### src/rtl/segx_pkg.sv
// segx_pkg: shared default coordinate width for the segment intersection block
// no dependencies

package segx_pkg;

   localparam int COORD_WIDTH_DEF = 16;

endpackage

### src/rtl/segx_div_cell.sv
// segx_div_cell: one restoring-division step of the quotient chain
// depends on segx_pkg

module segx_div_cell import segx_pkg::*; #(
   parameter int DW = 4 * COORD_WIDTH_DEF + 2,
   parameter int CW = 2 * COORD_WIDTH_DEF + 2
) (
   input  logic          clock,
   input  logic          reset,
   input  logic          adv,
   input  logic          vld_i,
   input  logic [DW-1:0] rem_i,
   input  logic [DW-1:0] quo_i,
   input  logic [CW-1:0] den_i,
   output logic          vld_o,
   output logic [DW-1:0] rem_o,
   output logic [DW-1:0] quo_o,
   output logic [CW-1:0] den_o
);

   logic          vld_ff, vld_in;
   logic [DW-1:0] rem_ff, rem_in, quo_ff, quo_in, shf;
   logic [CW-1:0] den_ff;
   logic [DW:0]   trial;

   // shift remainder one bit, try subtracting the divisor from the top
   always_comb begin
      shf    = {rem_i[DW-2:0], quo_i[DW-1]};
      trial  = {1'b0, shf} - ({1'b0, {(DW-CW){1'b0}}, den_i});
      vld_in = vld_i;
      if (!trial[DW]) begin
         rem_in = trial[DW-1:0];
         quo_in = {quo_i[DW-2:0], 1'b1};
      end else begin
         rem_in = shf;
         quo_in = {quo_i[DW-2:0], 1'b0};
      end
   end

   always_ff @(posedge clock) begin
      if (reset) begin
         vld_ff <= 1'b0;
      end else if (adv) begin
         vld_ff <= vld_in;
      end
      if (adv) begin
         rem_ff  <= rem_in;
         quo_ff  <= quo_in;
         den_ff  <= den_i;
      end
   end

   assign vld_o  = vld_ff;
   assign rem_o  = rem_ff;
   assign quo_o  = quo_ff;
   assign den_o  = den_ff;

endmodule

### config.mk
export PLATFORM = sky130hd
export DESIGN_NAME = segx_div_cell
export DESIGN_NICKNAME = d
export VERILOG_FILES = /design/src/rtl/segx_pkg.sv /design/src/rtl/segx_div_cell.sv
export SDC_FILE = /design/constraint.sdc
export NUM_CORES = 1
export LEC_CHECK = 0
export ABC_CLOCK_PERIOD_IN_PS = 4200
export BUFFER_PORTS_ARGS = -buffer_cell sky130_fd_sc_hd__buf_2
export CAP_MARGIN = 5
export CORE_ASPECT_RATIO = 1.75
export CORE_MARGIN = 10
export CORE_UTILIZATION = 25
export CTS_CLUSTER_DIAMETER = 50
export CTS_CLUSTER_SIZE = 14
export DETAILED_ROUTE_END_ITERATION = 10
export GPL_TIMING_DRIVEN = 0
export SLEW_MARGIN = 20
export SYNTH_ARGS = -nofsm -noshare
export SYNTH_HDL_FRONTEND = slang
export SYNTH_SLANG_ARGS = --single-unit
### constraint.sdc
create_clock -name clock -period 4.2 [get_ports clock]
set_input_delay 1.26 -clock clock [delete_from_list [all_inputs] [get_ports clock]]
set_output_delay 1.26 -clock clock [all_outputs]
set_load 0.02 [all_outputs]
---- Yosys cells after proc, flatten, opt, wreduce, memory -nomap -nowiden ----
Cells that the tools add are included.
cells by class
  multiplexer cells ....................... 2
  $add $sub $neg .......................... 1
operators by type and width
  operator                                        number
  66-bit by 34-bit subtractor with 67-bit output  1
  66-bit 2-to-1 mux                               1
  1-bit 2-to-1 mux                                1
storage, ports and cells
  output and inout bits ................... 167
  register bits ........................... 167

---- Logic depth before layout (Yosys ltp) ----
Gate-level depths: netlist (run 1).
  depth after elaboration ................. 2
  mapped depth ............................ 15

---- Worst setup path before layout (run 1) ----
No wires, ideal clock.
  kind .................................... input port to flip-flop
  start ................................... input port quo_i[65]
  end ..................................... register rem_ff[39] (netlist: rem_o[39]) (data pin)
  data required time ...................... 3929 ps
  setup time .............................. 271 ps
  buffers on the path ..................... 2
  stages .................................. 15
  path slack .............................. 378 ps
  data arrival time ....................... 3550 ps
  path through ............................ inv_1 > ha_1 > inv_1 > fa_1 > a21o_1 > a22oi_1 > a211oi_2 > a211oi_2 > o2111a_1 > buf_6 > inv_4 > buf_4 > o211ai_1 > nor4_1 > xor2_1
on the way
  cells in the longest elaborated chain, start to end .. 2
RTL lines
  what                                            line                 text
  start: declaration                              segx_div_cell.sv:13  input logic [DW-1:0] quo_i,
  66-bit by 34-bit subtractor with 67-bit output  segx_div_cell.sv:29  trial = {1'b0, shf} - ({1'b0, {(DW-CW){1'b0}}, den_i});
  66-bit 2-to-1 mux                               segx_div_cell.sv:31  if (!trial[DW]) begin
  net rem_in[39]                                  segx_div_cell.sv:22  logic [DW-1:0] rem_ff, rem_in, quo_ff, quo_in, shf;
  end signal: assignment                          segx_div_cell.sv:47  rem_ff <= rem_in;
  end: declaration                                segx_div_cell.sv:22
The timed path passes the listed nets, and every way through them passes these cells.
A chain may end at the register's enable or synchronous reset.

---- Worst setup path after layout (run 1) ----
  start ................................... input port den_i[6]
  end ..................................... register rem_ff[64] (netlist: rem_o[64]) (data pin)
on the way
  cells in the longest elaborated chain, start to end .. 2
RTL lines
  what                                            line                 text
  start: declaration                              segx_div_cell.sv:14  input logic [CW-1:0] den_i,
  66-bit by 34-bit subtractor with 67-bit output  segx_div_cell.sv:29
  66-bit 2-to-1 mux                               segx_div_cell.sv:31
  net rem_in[64]                                  segx_div_cell.sv:22
The timed path passes the listed nets, and every way through them passes these cells.

==> results of run 1 <==
-- through the flow --
step / cells / util / hold slack (ns)
2_1_floorplan: 681 / - / 0.5788
3_3_place_gp: 1421 / 0.3184 / 0.4736
3_5_place_dp: 1422 / 0.3199 / 0.4838
4_1_cts: 1454 / 0.3378 / 0.5034
5_1_grt: 1459 / 0.3397 / 0.5654
6_report: 1461 / 0.3399 / 0.4955
-- path summary, 6_finish.rpt --
check / start / endpoint / slack, ns / depth (start not counted)
worst min-delay path: vld_o / vld_o / 0.50 / 2
worst max register to register: vld_o / vld_o / 3.62 / 2
worst max-delay path: den_i[6] / rem_o[64] / 0.18 / 13
worst min register to register: vld_o / vld_o / 0.50 / 2
-- cells in the final DEF (no fill, tap or decap), types with 3 or more instances in the layout --
master | synthesis | routed
or2_2 | 5 | 5
a211oi_1 | 5 | 5
buf_4 | 1 | 4
nor4_1 | 9 | 9
clkbuf_16 | 0 | 17
a31oi_1 | 6 | 6
inv_8 | 0 | 5
edfxtp_1 | 166 | 166
nand2b_1 | 3 | 3
nand4_1 | 11 | 11
o21a_1 | 7 | 7
buf_2 | 13 | 347
or4_1 | 3 | 3
o211ai_1 | 3 | 3
inv_1 | 42 | 42
nand3_1 | 13 | 13
xor2_1 | 32 | 32
nand2_1 | 53 | 53
ha_1 | 34 | 34
and3_1 | 3 | 3
nor4b_2 | 3 | 3
nor2_1 | 60 | 60
nand3b_1 | 3 | 3
or3_1 | 4 | 4
o21bai_1 | 4 | 4
xnor2_1 | 30 | 30
clkbuf_1 | 8 | 7
nor3_1 | 19 | 19
a21oi_1 | 58 | 58
a21o_1 | 11 | 11
o31ai_1 | 3 | 3
inv_6 | 0 | 5
o21ai_0 | 30 | 29
-- cell type report --
class	count	area, um^2
antenna	2	5.005
fill	3306	21660
inverter	43	163.9
sequential	167	5005
timing repair buffer	341	1777
buffer	24	126.4
tap	405	506.7
clock buffer	17	425.4
clock inverter	15	152.6
multi-input combinational	447	2990
-- per-layer routing --
layer | up-vias | wire, um
met2 | 251 | 15910
met4 | 4 | 785
met3 | 30 | 2235
met1 | 3104 | 9853
li1 | 3244 | -
met5 | - | 30
-- registers in the layout (all words and copies together) (netlist names) --
| register | count |
|---|---|
| vld_o | 1 |
| quo_o | 66 |
| den_o | 34 |
| rem_o | 66 |
-- kinds of logic (layout without fill, tap and decap cells) --
group | count (synthesis) | after routing
simple gates | 204 | 204
other cells | 0 | 2
compound gates | 144 | 144
flops | 167 | 167
xor+xnor | 62 | 62
buf+inv | 67 | 440
fa+ha+maj | 35 | 35
mux | 2 | 2
-- worst max-delay path: stages --
cell and delay (ns):
buf_2 0.09, inv_1 0.04, ha_1 0.26, clkbuf_1 0.25
a41oi_1 0.15, o21a_1 0.14, a211oi_2 0.46, a211oi_4 0.11
buf_4 0.19, o21a_1 0.25, o31ai_1 0.64, nor4_1 0.16
xor2_1 0.18
-- where the power goes --
part / internal (W) / switching, W / leakage, nW
combinational: 0.000338 / 0.000626 / 2.78
clock: 0.000795 / 0.000770 / 0.282
sequential: 0.00203 / 0.0000342 / 1.63
-- timing repair --
| item | in CTS | in global routing |
|---|---|---|
| setup buffers | 0 | 5 |
| pin swaps | 0 | 3 |
| endpoints found under the setup margin | 15 | 14 |
| hold buffers | 0 | 0 |
| resized for setup | 2 | 1 |
==> impl_metrics.sql, run 1 <==
INSERT INTO impl_metrics (metric_group, metric, value, unit) VALUES
('clock_tree', 'clock_insertion_delay_worst_skew', '0.44', 'ns'),
('drt', 'vias_per_cell', '4.540', ''),
('placed_design', 'gp_congestion', '0.8286', ''),
('pwr', 'power.total', '0.004589', 'W'),
('placed_design', 'detailed_place_hpwl', '23340', 'um'),
('synth', 'synth.yosys.seq_area_share', '0.6056', ''),
('synth', 'synth-async-reset-ratio', '0', ''),
('clock_tree', 'cts_sinks', '167', ''),
('setup_path', 'required', '4.37', 'ns'),
('setup_path', 'critPathArrivalTime', '4.19', 'ns'),
('pwr', 'vdd_ir_drop_max', '0.2711', 'mV'),
('sta', 'layout_worst_path_cycle_share', '0.9567', ''),
('synth', 'synth.cell_area', '8264', 'um^2'),
('drt', 'post-route-drc-count', '0', ''),
('sta', 'finalMaxSlewViolations', '0', ''),
('synth', 'synthMostInstantiatedCell', 'edfxtp_1', ''),
('sta', 'tightest_slew', '0.7399', 'ns'),
('floorplan', 'ios', '337', ''),
('synth', 'cell_types_occupying_the_most_area_after_synthesis', 'edfxtp_1, ha_1, a21oi_1', ''),
('final_layout', 'final_layout_size_suffix_gt1_frac', '0.3918', ''),
('global_routing', 'wire_length_of_the_first_global_routing_pass', '41610', 'um'),
('global_routing', 'grtUsageMet3', '0.04566', ''),
('placed_design', 'placed_area', '10500', 'um^2'),
('clock_tree', 'worst_setup_hold_path_clk_slew', '0.07', 'ns'),
('drt', 'dr_total_vias', '6633', ''),
('sta', 'fin_worst_skew', '0', 'ns'),
('global_routing', 'track_usage', '0.1365', ''),
('sta', 'slew_headroom', '0.5025', ''),
('sta', 'fin_crit', '4.018', 'ns'),
('global_routing', 'top_usage_layer', 'met2', ''),
('placed_design', 'buffer_ports.inserted', '335', ''),
('run', 'drv_cap', '0', ''),
('global_routing', 'grt_max_degree', '88', ''),
('synth', 'synthAdderAreaFrac', '0.05390', ''),
('floorplan', 'design.core.area', '32810', 'um^2'),
('synth', 'synth_top_family_by_area', 'simple AND/OR/NAND/NOR gates', ''),
('drt', 'antenna_left', '0', ''),
('global_routing', 'globalRoute.totalOverflow', '0', ''),
('clock_tree', 'clockBufferDepth', '2', ''),
('floorplan', 'core.rowCount', '88', ''),
('final_layout', 'nNetsFinal', '1246', ''),
('drt', 'wirelength', '28810', 'um'),
('floorplan', 'dieArea', '41020', 'um^2'),
('floorplan', 'initial_core_util', '0.2519', ''),
('clock_tree', 'cts_tree', 'done', ''),
('floorplan', 'dieHeight', '260.5', 'um'),
('synth', 'netlist.top_cell.by_area', 'edfxtp_1', ''),
('synth', 'synth.avg_cell_area', '12.14', 'um^2'),
('clock_tree', 'cts_made_buffers', '17', ''),
('global_routing', 'grt_antenna_before_repair', '4', ''),
('synth', 'synth_compound_gate_area_share', '0.1081', ''),
('setup_path', 'crit_path_category', 'in2reg', ''),
('final_layout', 'area_delta_synth_final', '34.94', '%'),
('sta', 'setup_viol', '0', ''),
('synth', 'yosys-mux-area-fraction', '0.002574', ''),
('sta', 'grt_setup_unrepaired', 'no', ''),
('pwr', 'powerDensity', '411.5', 'nW/um^2'),
('floorplan', 'die_w', '157.4', 'um'),
('setup_path', 'worstSetupStartpointType', 'input port', ''),
('placed_design', 'detailedPlace.worstSlack', '-0.7194', 'ns'),
('synth', 'synth_edf_count', '166', ''),
('sta', 'final.setup.worst_slack', '0.1819', 'ns'),
('synth', 'synth-seq-cells', '167', ''),
('synth', 'ys_dominant_reg_cell', 'edfxtp_1', ''),
('run_status', 'outcome', 'completed', ''),
('setup_path', 'path_max_fanout', '7', ''),
('synth', 'yosys.area_share.simple', '0.1291', ''),
('sta', 'max_clock_freq', '248.9', 'MHz'),
('synth', 'post_synth_num_cell_types', '64', ''),
('synth', 'synthCells', '681', ''),
('global_routing', 'grtUsageMet1', '0.1275', '');
Note: power is estimated with default switching activity, not from simulation.
==> inputs of run 2 (changes only) <==
ABC_CLOCK_PERIOD_IN_PS = 4160   (was 4200)
BUFFER_PORTS_ARGS = default   (was -buffer_cell sky130_fd_sc_hd__buf_2)
DONT_BUFFER_PORTS = 1   (was default)
clock period = 4.16 ns   (was 4.2 ns; I/O delays follow)
==> impl_metrics.sql, run 2 (same netlist as run 1, synthesis figures left out) <==
INSERT INTO impl_metrics (metric_group, metric, value, unit) VALUES
('run_status', 'outcome', 'completed', ''),
('clock_tree', 'cts_sinks', '167', ''),
('setup_path', 'crit_path_category', 'in2reg', ''),
('sta', 'layout_worst_path_cycle_share', '0.9392', ''),
('floorplan', 'die_w', '157.4', 'um'),
('drt', 'post-route-drc-count', '0', ''),
('floorplan', 'core.rowCount', '88', ''),
('setup_path', 'critPathArrivalTime', '4.09', 'ns'),
('clock_tree', 'cts_root_buf', 'clkbuf_16', ''),
('floorplan', 'dieHeight', '260.5', 'um'),
('sta', 'tns', '0', 'ns'),
('drt', 'detailroute.wirelength.met2', '15360', 'um'),
('setup_path', 'timing.critical_path.to_type', 'flip-flop', ''),
('floorplan', 'ios', '337', ''),
('drt', 'met3_wirelength', '2723', 'um'),
('drt', 'antenna_left', '0', ''),
('sta', 'number_of_failing_hold_endpoints_at_the_final_stage', '0', ''),
('floorplan', 'design.core.area', '32810', 'um^2'),
('floorplan', 'initial_core_util', '0.2519', ''),
('floorplan', 'dieArea', '41020', 'um^2'),
('pwr', 'total_leakage_power', '3.336', 'nW'),
('placed_design', 'detailed_place_hpwl', '21660', 'um'),
('global_routing', 'track_usage', '0.1261', ''),
('final_layout', 'area_delta_synth_final', '13.85', '%'),
('clock_tree', 'clock_insertion_delay_worst_skew', '0.44', 'ns'),
('sta', 'max_clock_freq', '255.9', 'MHz'),
('sta', 'tightest_slew', '0.7812', 'ns'),
('drt', 'vias_per_cell', '4.871', ''),
('clock_tree', 'clockBufferDepth', '2', ''),
('clock_tree', 'worst_setup_hold_path_clk_slew', '0.07', 'ns'),
('drt', 'drt_initial_violations', '322', ''),
('final_layout', 'final_cell_mix', 'edfxtp_1, nor2_1, a21oi_1', ''),
('global_routing', 'grt_antenna_before_repair', '0', ''),
('final_layout', 'final_layout_size_suffix_gt1_frac', '0.1061', ''),
('clock_tree', 'cts_tree', 'done', ''),
('placed_design', 'buffer_ports.inserted', '0', ''),
('final_layout', 'mostFrequentLayoutCell', 'edfxtp_1', ''),
('global_routing', 'first_global_vias', '5595', ''),
('drt', 'wirelength', '27120', 'um'),
('drt', 'tritonroute_pass_1_iters', '4', ''),
('global_routing', 'globalRoute.totalOverflow', '0', ''),
('sta', 'fin_worst_skew', '0', 'ns'),
('clock_tree', 'holdBufCountCts', '0', ''),
('final_layout', 'antenna_cells', '0', ''),
('sta', 'grt_setup_unrepaired', 'no', ''),
('pwr', 'power.total', '0.004323', 'W'),
('sta', 'setup_viol', '0', ''),
('sta', 'slew_headroom', '0.4747', ''),
('clock_tree', 'cts-htree-levels', '4', ''),
('run', 'drv_cap', '0', ''),
('global_routing', 'wire_length_of_the_first_global_routing_pass', '37280', 'um'),
('global_routing', 'grt_max_degree', '168', ''),
('drt', 'dr_total_vias', '5460', ''),
('drt', 'highest-signal-layer', 'met4', ''),
('setup_path', 'required', '4.34', 'ns'),
('drt', 'wirelength_met1', '8605', 'um'),
('pwr', 'vdd_ir_drop_max', '0.2613', 'mV'),
('pwr', 'powerDensity', '459.4', 'nW/um^2'),
('setup_path', 'worstSetupStartpointType', 'input port', ''),
('setup_path', 'path_max_fanout', '10', ''),
('sta', 'finalMaxSlewViolations', '0', ''),
('clock_tree', 'cts_made_buffers', '17', ''),
('final_layout', 'nNetsFinal', '908', ''),
('placed_design', 'gp_congestion', '0.8141', ''),
('worst_hold_path', 'hold_path.class', 'reg2reg', ''),
('drt', 'route.detailed.wl_per_inst', '24.20', 'um'),
('sta', 'fin_crit', '3.907', 'ns');
## run 2: changes by cell type in the layout (fill, tap and decap cells not counted), sizes merged
cell / delta
inv: -5
buf: -338
diode: -2
clkinv: +1
clkinvlp: +4
## run 2: metal layers
layer | track usage | vias up
met5 | 0 | -
met4 | 0.04797 | 0
met3 | 0.05538 | 20
met2 | 0.2459 | 237
met1 | 0.1073 | 2650
li1 | - | 2553
## run 2: what timing repair did
action | 4_1_cts | 5_1_grt
endpoints found under the setup margin | 10 | 5
buffers inserted | 0 | 3
resized for setup | 2 | 0
pin swaps | 0 | 2
## run 2: per-stage QoR
stage,hold WS [ns],std cells,cell area [um^2],utilization,setup slack (ns)
3_5_place_dp,0.6211,1086,8783,0.2677,-0.6155
2_1_floorplan,0.5788,681,8264,-,0.3505
5_1_grt,0.6458,1121,9409,0.2868,0.05706
6_report,0.6166,1121,9409,0.2868,0.2529
4_1_cts,0.6329,1118,9361,0.2853,0.06496
3_3_place_gp,0.6135,1086,8771,0.2673,-0.6303
## run 2: where the power goes
group          internal, W  switching (W)
Clock             0.000788       0.000743
Sequential         0.00206       0.000291
Combinational     0.000176       0.000262
Total              0.00303        0.00130
## run 2: final cells by class
cell class	instances	area (um^2)
well taps	405	506.7
clock buffers	17	425.4
repair buffers	3	47.55
clock inverters	15	143.9
fillers	3350	23400
flip-flops and latches	167	5005
multi-input cells	447	2990
plain buffers	24	126.4
inverters	43	163.9
## run 2: critical path, stage by stage
cell,delay (ns)
inv_1,0.03
ha_1,0.16
inv_1,0.05
fa_1,0.40
a21o_1,0.19
a22oi_1,0.25
a211oi_2,0.19
a211oi_4,0.47
o2111a_1,0.25
buf_6,0.16
inv_4,0.06
buf_4,0.19
buf_2,0.24
nor2_1,0.12
a21oi_1,0.06
## run 2: final timing paths
path	startpoint	endpoint	slack, ns	cells past startpoint
hold / removal	vld_o	vld_o	0.62	2
hold reg to reg	vld_o	vld_o	0.62	2
setup reg to reg	vld_o	vld_o	3.47	2
setup / recovery	quo_i[65]	rem_o[23]	0.25	15
